File: config.mk
export PLATFORM = sky130hd
export DESIGN_NAME = sorted_timer_queue
export DESIGN_NICKNAME = d
export VERILOG_FILES = /design/src/rtl/core/stq_pkg.sv /design/src/rtl/core/stq_datapath.sv /design/src/rtl/core/stq_ctrl.sv /design/src/rtl/core/sorted_timer_queue.sv
export SDC_FILE = /design/constraint.sdc
export NUM_CORES = 2
export LEC_CHECK = 0
export ABC_CLOCK_PERIOD_IN_PS = 18450
export BUFFER_PORTS_ARGS = -buffer_cell sky130_fd_sc_hd__clkbuf_2
export CAP_MARGIN = 0
export CORE_MARGIN = 2
export CORE_UTILIZATION = 60
export DETAILED_ROUTE_END_ITERATION = 6
export GPL_TIMING_DRIVEN = 1
export PLACE_DENSITY = 0.83
export RECOVER_POWER = 25
export SLEW_MARGIN = 10
export SYNTH_ARGS = -nofsm -noshare
export SYNTH_HDL_FRONTEND = slang
export SYNTH_SLANG_ARGS = --single-unit
File: constraint.sdc
create_clock -name clk_i -period 18.45 [get_ports clk_i]
set_input_delay 2.7675 -clock clk_i [delete_from_list [all_inputs] [get_ports clk_i]]
set_output_delay 2.7675 -clock clk_i [all_outputs]
set_load 0.01 [all_outputs]
File: src/rtl/core/stq_pkg.sv
// sorted timer queue package: payload structs, op/kind/status codes,
// controller-to-datapath command and status structs; no dependencies
`default_nettype none
package stq_pkg;
  localparam int unsigned TableDepth = 16;
  localparam int unsigned MaxOut = 16;
  localparam logic [9:0] TickStepReset = 10'd10;

  localparam logic [1:0] OpAdd = 2'd0;
  localparam logic [1:0] OpDel = 2'd1;
  localparam logic [1:0] OpPend = 2'd2;
  localparam logic [1:0] OpTick = 2'd3;

  localparam logic [2:0] KindAdd = 3'd0;
  localparam logic [2:0] KindDel = 3'd1;
  localparam logic [2:0] KindPend = 3'd2;
  localparam logic [2:0] KindExp = 3'd3;
  localparam logic [2:0] KindNone = 3'd4;

  localparam logic [1:0] StOk = 2'd0;
  localparam logic [1:0] StNotFound = 2'd1;
  localparam logic [1:0] StEmpty = 2'd2;
  localparam logic [1:0] StFull = 2'd3;

  typedef struct packed {
    logic [1:0]  operation;
    logic [31:0] expiry_time;
    logic [15:0] query_id;
    logic [31:0] handle;
  } in_item_t;

  typedef struct packed {
    logic [2:0]  kind;
    logic [1:0]  status;
    logic [15:0] timer_id;
    logic [31:0] timer_handle;
    logic        is_pending;
    logic        head_changed;
    logic        last;
  } out_item_t;

  // controller commands to the datapath
  typedef struct packed {
    logic load;       // capture input item
    logic add_time;   // current_time += step
    logic do_add;     // insert captured item
    logic do_del;     // delete first id match
    logic pop_head;   // remove head entry
  } cmd_t;

  // datapath status to the controller
  typedef struct packed {
    logic        full;
    logic        empty;
    logic        id_hit;
    logic        head_due;
    logic        next_due;
    logic        ins_head;
    logic [15:0] next_id;
    logic [15:0] head_id;
    logic [31:0] head_handle;
    logic [15:0] qid;
    logic [1:0]  op;
  } stat_t;
endpackage
`default_nettype wire

File: src/rtl/core/stq_datapath.sv
// sorted timer queue datapath: shifting sorted slot table, time and id counters
// depends on stq_pkg
`default_nettype none
module stq_datapath #(
  parameter int unsigned Depth = stq_pkg::TableDepth
) (
  input  wire logic           clk_i,
  input  wire logic           rst_ni,
  input  wire stq_pkg::cmd_t  cmd_i,
  input  wire stq_pkg::in_item_t item_i,
  input  wire logic [9:0]     step_i,
  output stq_pkg::stat_t      stat_o
);
  import stq_pkg::*;

  logic [Depth-1:0]  valid_q, valid_d;
  logic [31:0]       exp_q [Depth];
  logic [15:0]       id_q [Depth];
  logic [31:0]       hdl_q [Depth];
  logic [31:0]       time_q;
  logic [15:0]       nid_q;
  in_item_t          it_q;

  logic [Depth-1:0]  lt;     // entry sorts before the new one
  logic [Depth-1:0]  hit;    // id match
  logic [Depth-1:0]  first_hit;
  logic [Depth-1:0]  at_or_after; // at or after the first hit

  always_comb begin
    for (int i = 0; i < Depth; i++) begin
      lt[i] = valid_q[i] && (exp_q[i] < it_q.expiry_time);
      hit[i] = valid_q[i] && (id_q[i] == it_q.query_id);
    end
    at_or_after[0] = hit[0];
    for (int i = 1; i < Depth; i++) at_or_after[i] = at_or_after[i-1] | hit[i];
    first_hit = at_or_after & ~(at_or_after << 1);
  end

  always_ff @(posedge clk_i or negedge rst_ni) begin
    if (!rst_ni) begin
      valid_q <= '0;
      time_q <= '0;
      nid_q <= '0;
    end else begin
      valid_q <= valid_d;
      if (cmd_i.add_time) time_q <= time_q + {22'd0, step_i};
      if (cmd_i.do_add && !valid_q[Depth-1]) nid_q <= nid_q + 16'd1;
    end
  end

  always_comb begin
    valid_d = valid_q;
    if (cmd_i.do_add && !valid_q[Depth-1]) valid_d = {valid_q[Depth-2:0], 1'b1};
    else if ((cmd_i.do_del && (|hit)) || (cmd_i.pop_head && valid_q[0]))
      valid_d = valid_q >> 1;
  end

  always_ff @(posedge clk_i) begin
    if (cmd_i.load) it_q <= item_i;
    for (int i = 0; i < Depth; i++) begin
      if (cmd_i.do_add && !valid_q[Depth-1]) begin
        if (!lt[i]) begin
          if (i == 0 || lt[i-1]) begin
            exp_q[i] <= it_q.expiry_time;
            id_q[i] <= nid_q;
            hdl_q[i] <= it_q.handle;
          end else if (i > 0) begin
            exp_q[i] <= exp_q[i-1];
            id_q[i] <= id_q[i-1];
            hdl_q[i] <= hdl_q[i-1];
          end
        end
      end else if ((cmd_i.do_del && at_or_after[i]) || cmd_i.pop_head) begin
        if (i + 1 < Depth) begin
          exp_q[i] <= exp_q[i+1];
          id_q[i] <= id_q[i+1];
          hdl_q[i] <= hdl_q[i+1];
        end
      end
    end
  end

  assign stat_o.full = valid_q[Depth-1];
  assign stat_o.empty = !valid_q[0];
  assign stat_o.id_hit = |first_hit;
  assign stat_o.head_due = valid_q[0] && (exp_q[0] <= time_q);
  assign stat_o.next_due = valid_q[1] && (exp_q[1] <= time_q);
  assign stat_o.ins_head = !lt[0];
  assign stat_o.next_id = nid_q;
  assign stat_o.head_id = id_q[0];
  assign stat_o.head_handle = hdl_q[0];
  assign stat_o.qid = it_q.query_id;
  assign stat_o.op = it_q.operation;
endmodule
`default_nettype wire

File: src/rtl/core/stq_ctrl.sv
// sorted timer queue controller: sequences one item, forms result items
// depends on stq_pkg
`default_nettype none
module stq_ctrl (
  input  wire logic            clk_i,
  input  wire logic            rst_ni,
  input  wire logic            in_valid_i,
  output logic                 in_stall_o,
  output logic                 out_valid_o,
  input  wire logic            out_stall_i,
  output stq_pkg::out_item_t   out_data_o,
  output stq_pkg::cmd_t        cmd_o,
  input  wire stq_pkg::stat_t  stat_i
);
  import stq_pkg::*;

  localparam logic [1:0] SIdle = 2'd0;
  localparam logic [1:0] SExec = 2'd1;
  localparam logic [1:0] STick = 2'd2;

  logic [1:0]  state_q, state_d;
  logic [4:0]  cnt_q, cnt_d;
  logic        ov_q, ov_d;
  out_item_t   od_q, od_d;
  logic        free;

  assign free = !ov_q || !out_stall_i;
  assign in_stall_o = (state_q != SIdle);
  assign out_valid_o = ov_q;
  assign out_data_o = od_q;

  always_comb begin
    state_d = state_q;
    cnt_d = cnt_q;
    ov_d = ov_q && out_stall_i;
    od_d = od_q;
    cmd_o = '0;
    case (state_q)
      SIdle: begin
        if (in_valid_i) begin
          cmd_o.load = 1'b1;
          state_d = SExec;
        end
      end
      SExec: begin
        if (free) begin
          ov_d = 1'b1;
          od_d = '0;
          od_d.last = 1'b1;
          od_d.timer_id = stat_i.qid;
          state_d = SIdle;
          case (stat_i.op)
            OpAdd: begin
              od_d.kind = KindAdd;
              if (stat_i.full) begin
                od_d.status = StFull;
                od_d.timer_id = '0;
              end else begin
                od_d.timer_id = stat_i.next_id;
                od_d.head_changed = stat_i.ins_head;
              end
              cmd_o.do_add = 1'b1;
            end
            OpDel: begin
              od_d.kind = KindDel;
              od_d.status = stat_i.empty ? StEmpty : (stat_i.id_hit ? StOk : StNotFound);
              cmd_o.do_del = 1'b1;
            end
            OpPend: begin
              od_d.kind = KindPend;
              od_d.is_pending = stat_i.id_hit;
            end
            default: begin
              ov_d = ov_q && out_stall_i;
              od_d = od_q;
              cmd_o.add_time = 1'b1;
              cnt_d = '0;
              state_d = STick;
            end
          endcase
        end
      end
      STick: begin
        // one expired timer per unstalled cycle; entry behind head and MaxOut set last
        if (free) begin
          ov_d = 1'b1;
          od_d = '0;
          if (stat_i.head_due) begin
            od_d.kind = KindExp;
            od_d.timer_id = stat_i.head_id;
            od_d.timer_handle = stat_i.head_handle;
            cmd_o.pop_head = 1'b1;
            cnt_d = cnt_q + 5'd1;
            if (stat_i.next_due && (cnt_q + 5'd1 < 5'(MaxOut))) begin
              state_d = STick;
            end else begin
              od_d.last = 1'b1;
              state_d = SIdle;
            end
          end else begin
            od_d.kind = KindNone;
            od_d.last = 1'b1;
            state_d = SIdle;
          end
        end
      end
      default: state_d = SIdle;
    endcase
  end

  always_ff @(posedge clk_i or negedge rst_ni) begin
    if (!rst_ni) begin
      state_q <= SIdle;
      cnt_q <= '0;
      ov_q <= 1'b0;
    end else begin
      state_q <= state_d;
      cnt_q <= cnt_d;
      ov_q <= ov_d;
    end
  end

  always_ff @(posedge clk_i) begin
    od_q <= od_d;
  end
endmodule
`default_nettype wire

File: src/rtl/core/sorted_timer_queue.sv
// sorted timer queue top level: APB register, controller and datapath
// depends on stq_pkg, stq_ctrl, stq_datapath
`default_nettype none
// Keeps up to Depth timers sorted by expiry in a shifting table. Add, delete
// and pending are captured, then update the table with the result going into
// the output register; a tick is captured, advances the time, then removes one
// expired timer per cycle while the output is not stalled, up to 16 per tick,
// or gives a single none result when nothing expires. Output stalls hold the
// table update and pop steps. Results wait in an output register; a new item
// is taken once the last result of the previous one is registered.
module sorted_timer_queue #(
  parameter int unsigned Depth = stq_pkg::TableDepth
) (
  input  wire logic                clk_i,
  input  wire logic                rst_ni,
  input  wire logic                in_valid_i,
  output logic                     in_stall_o,
  input  wire stq_pkg::in_item_t   in_data_i,
  output logic                     out_valid_o,
  input  wire logic                out_stall_i,
  output stq_pkg::out_item_t       out_data_o,
  input  wire logic                psel,
  input  wire logic                penable,
  input  wire logic                pwrite,
  input  wire logic [1:0]          paddr,
  input  wire logic [31:0]         pwdata,
  output logic [31:0]              prdata,
  output logic                     pready
);
  import stq_pkg::*;

  logic [9:0] step_q;
  cmd_t       cmd;
  stat_t      stat;

  assign pready = 1'b1;
  assign prdata = (paddr == 2'd0) ? {22'd0, step_q} : 32'd0;

  always_ff @(posedge clk_i or negedge rst_ni) begin
    if (!rst_ni) step_q <= TickStepReset;
    else if (psel && penable && pwrite && paddr == 2'd0) step_q <= pwdata[9:0];
  end

  stq_ctrl u_ctrl (
    .clk_i, .rst_ni, .in_valid_i, .in_stall_o, .out_valid_o, .out_stall_i,
    .out_data_o, .cmd_o(cmd), .stat_i(stat)
  );

  stq_datapath #(.Depth(Depth)) u_dp (
    .clk_i, .rst_ni, .cmd_i(cmd), .item_i(in_data_i), .step_i(step_q), .stat_o(stat)
  );
endmodule
`default_nettype wire

==> results_dict.tcl <==
set metrics [dict create \
    die_x_microns 388 \
    power.share.clock 0.242 \
    violations "design-rule violations, max-capacitance violations, max-slew violations" \
    vias_per_cell 6.72 \
    maxCapViolCount 18 \
    met2_usage 0.560 \
    crit_top_cell "clkbuf_1" \
    cts_max_path_buffers 3 \
    critical-path-max-stage-delay_ns 2.87 \
    dr.pass1.iters 7 \
    slowest_stage "clkinvlp_2" \
    cts_buffers 159 \
    h-tree-depth 4 \
    gp_congestion 0.971 \
    synthTopCellsByCount "1,418 x edfxtp_1, 989 x nand2_1, 782 x mux2i_1" \
    finClkSkew_ns 0.0577 \
    cts_resized 0 \
    grt_max_degree 93 \
    final_cells 9999 \
    num_io_pins 214 \
    ir_drop_v 0.000120 \
    dr.first_iter.drc_count 7542 \
    timing.hold.ws_ns 0.483 \
    wire_per_inst_microns 26.2 \
    netlist_area_sq_um 88500 \
    antenna_found_initial 4 \
    nets 8626 \
    netlist.area_leader.share 0.481 \
    grt_util_met3 0.0616 \
    core-area_sq_um 146000 \
    leakagePower_nw 35.8 \
    seqPwrFrac 0.432 \
    die-height_microns 388 \
    die_area_sq_um 151000 \
    synthTopCellsByArea "edfxtp_1 48%, mux2i_1 8.8%, ha_1 7.8%" \
    clock-sinks 1500 \
    grt_busiest_layer "met2" \
    cts_setup_buffers 0 \
    finalSetupViolCount 0 \
    vias 67200 \
    crit_fanout 68 \
    grt_pass1_vias 67000 \
    hold_viol 0 \
    cp-end-kind "register" \
    place_hpwl_mm 179 \
    max-slew-margin-rel -1.73 \
    yosys_register_bits 1500 \
    swShare 0.371 \
    yosysMostFrequentCell "edfxtp_1" \
    rsz0062_at_grt "false" \
    gr-total-overflow 0 \
    postSynth.asyncResetShare 0.0547 \
    crit_path_start_kind "input pin" \
    path_cells "clkbuf_2 > and2_0 > clkbuf_1 > or3_1 > clkbuf_1 > clkinvlp_2 > clkbuf_1 > o21ai_4 > clkbuf_1 > nand2b_1 > buf_4 > nand2_1 > a31oi_1" \
    place_inst 9707 \
    root_buffer "clkbuf_16" \
    max_slew.worst_pin.slew_ns 4.10 \
    final.fill_count 10800 \
    clk_pin_slew_worst_paths_ns 0.06 \
    post-route-period-util 0.696 \
    power_frac_comb 0.326 \
    finalPower_mw 13.3 \
    crit_buf_inv 7 \
    initial_utilization 0.606 \
    crit_type "input pin to register" \
    grtUsageTotal 0.339 \
    drv_slew 685 \
    clk-insertion-delay-late_ns 0.87 \
    power_density_nw_per_um2 139 \
    crit_required_ns 19.13 \
    cp.arrival_ns 13.53 \
    fmax_ghz 0.0778 \
    syn_inst 8055 \
    fin_util 0.653 \
    fin_crit_ns 12.85 \
    cts_tree "done" \
    rows 140 \
    drive_above_1_share 0.100 \
    fin_setup_tns_ns 0 \
    wl_mm 262 \
    postCtsHoldBufs 0 \
    ys_types 85 \
    status "finished, violations left" \
    synth-edff-count 1418 \
    area_growth_pct 7.81 \
    p_int_mw 8.33 \
    use_met1 0.420 \
    hold_class "register to register" \
    postRouteAntennaNets 0 \
    ys_seq_area_frac 0.504 \
    cp_top_family "buffers and inverters" \
    grt_pass1_wl_mm 395 \
    p_sw_mw 4.92 \
    drc 1 \
    io_buffer_count 168 \
    synth_top_area_cell "edfxtp_1" \
    ys.flop_type "edfxtp_1" \
    yosys_warnings 0 \
    avgSynthCellArea_sq_um 11.0 \
]
-- through the flow --
step	setup WS, ns	instance area, sq um
6_report	5.60	95400
5_1_grt	5.78	95400
4_1_cts	10.91	95700
3_5_place_dp	10.09	90500
3_3_place_gp	10.22	90500
2_1_floorplan	8.45	88600
-- cell type report --
class / count / area (sq um) / share of cell area
repair buffers: 302 / 1690 / 0.0177
clock inverters: 80 / 891 / 0.00934
clock buffers: 210 / 4260 / 0.0446
well taps: 1917 / 2400 / 0.0251
multi-input cells: 5888 / 41200 / 0.431
diodes: 2 / 5.00 / 0.0000524
inverters: 100 / 377 / 0.00395
flip-flops and latches: 1500 / 44600 / 0.468
-- layout by cell type, fill, tap and decap left out, types with 27 or more instances in the layout --
| cell | count |
|---|---|
| buf_4 | 119 |
| nor2_1 | 640 |
| mux2i_1 | 782 |
| mux2_2 | 300 |
| clkbuf_16 | 159 |
| clkinv_1 | 27 |
| xnor2_1 | 207 |
| nor4_1 | 33 |
| dfrtp_1 | 80 |
| nor2b_1 | 35 |
| inv_1 | 99 |
| o21ai_1 | 48 |
| xor2_1 | 98 |
| a21oi_1 | 600 |
| clkbuf_2 | 90 |
| a31oi_1 | 170 |
| nand2_1 | 982 |
| nand3_1 | 65 |
| a22oi_1 | 28 |
| nand4_1 | 151 |
| o22ai_1 | 33 |
| clkbuf_1 | 135 |
| and2_0 | 31 |
| o21ai_0 | 484 |
| a221o_1 | 51 |
| o311ai_0 | 35 |
| a21o_1 | 116 |
| nor3_1 | 43 |
| nor3b_1 | 56 |
| ha_1 | 551 |
| edfxtp_1 | 1418 |
-- per-layer routing --
| layer | wire length [microns] | up-vias | part of all wire |
|---|---|---|---|
| li1 | - | 29600 | - |
| met1 | 96900 | 32900 | 0.37 |
| met2 | 125000 | 3880 | 0.48 |
| met3 | 25200 | 794 | 0.096 |
| met4 | 15400 | 4 | 0.059 |
| met5 | 27 | - | 0.00010 |
-- state kept, by name, indices dropped and copies added (netlist names) --
register / count
u_dp.it_q: 64
u_dp.nid_q: 16
u_ctrl.state_q: 2
u_dp.time_q: 32
u_dp.exp_q: 512
u_dp.id_q: 256
u_ctrl.out_valid_o: 1
u_ctrl.cnt_q: 5
step_q: 10
u_dp.hdl_q: 512
u_dp.stat_o: 18
u_dp.valid_q: 16
u_ctrl.out_data_o: 56
-- worst paths after layout --
check | start | to | slack (ns) | cells past startpoint
min reg2reg | u_dp.time_q[17] | u_dp.time_q[17] | 0.48 | 1
max | out_stall_i | u_dp.hdl_q[1][140] | 5.60 | 13
max in group asynchronous | rst_ni | u_dp.time_q[8] | 12.20 | 2
min in group asynchronous | rst_ni | u_dp.time_q[26] | 2.77 | 1
min | u_dp.time_q[17] | u_dp.time_q[17] | 0.48 | 1
max reg2reg | u_ctrl.out_valid_o | u_dp.hdl_q[1][140] | 7.22 | 12
-- power by group through the flow --
stage / Sequential [mW] / Clock, mW / Combinational [mW]
final: 5.73 / 3.21 / 4.32
after global routing: 5.78 / 3.35 / 4.67
after CTS: 5.67 / 3.22 / 4.28
after detailed placement: 5.72 / 0 / 4.25
after global placement: 5.69 / 0 / 4.05
after floorplan: 5.51 / 0 / 2.99
-- kinds of logic after synthesis --
logic type	share of synthesized area
AOI/OAI and AO/OA	0.114
and+or+nand+nor	0.111
xor gates and xnor gates	0.0302
DFF	0.504
other	0.0000848
buffers and inverters	0.0354
adders and majority gates	0.0781
muxes	0.127
Power figures use the tool's default switching activity.
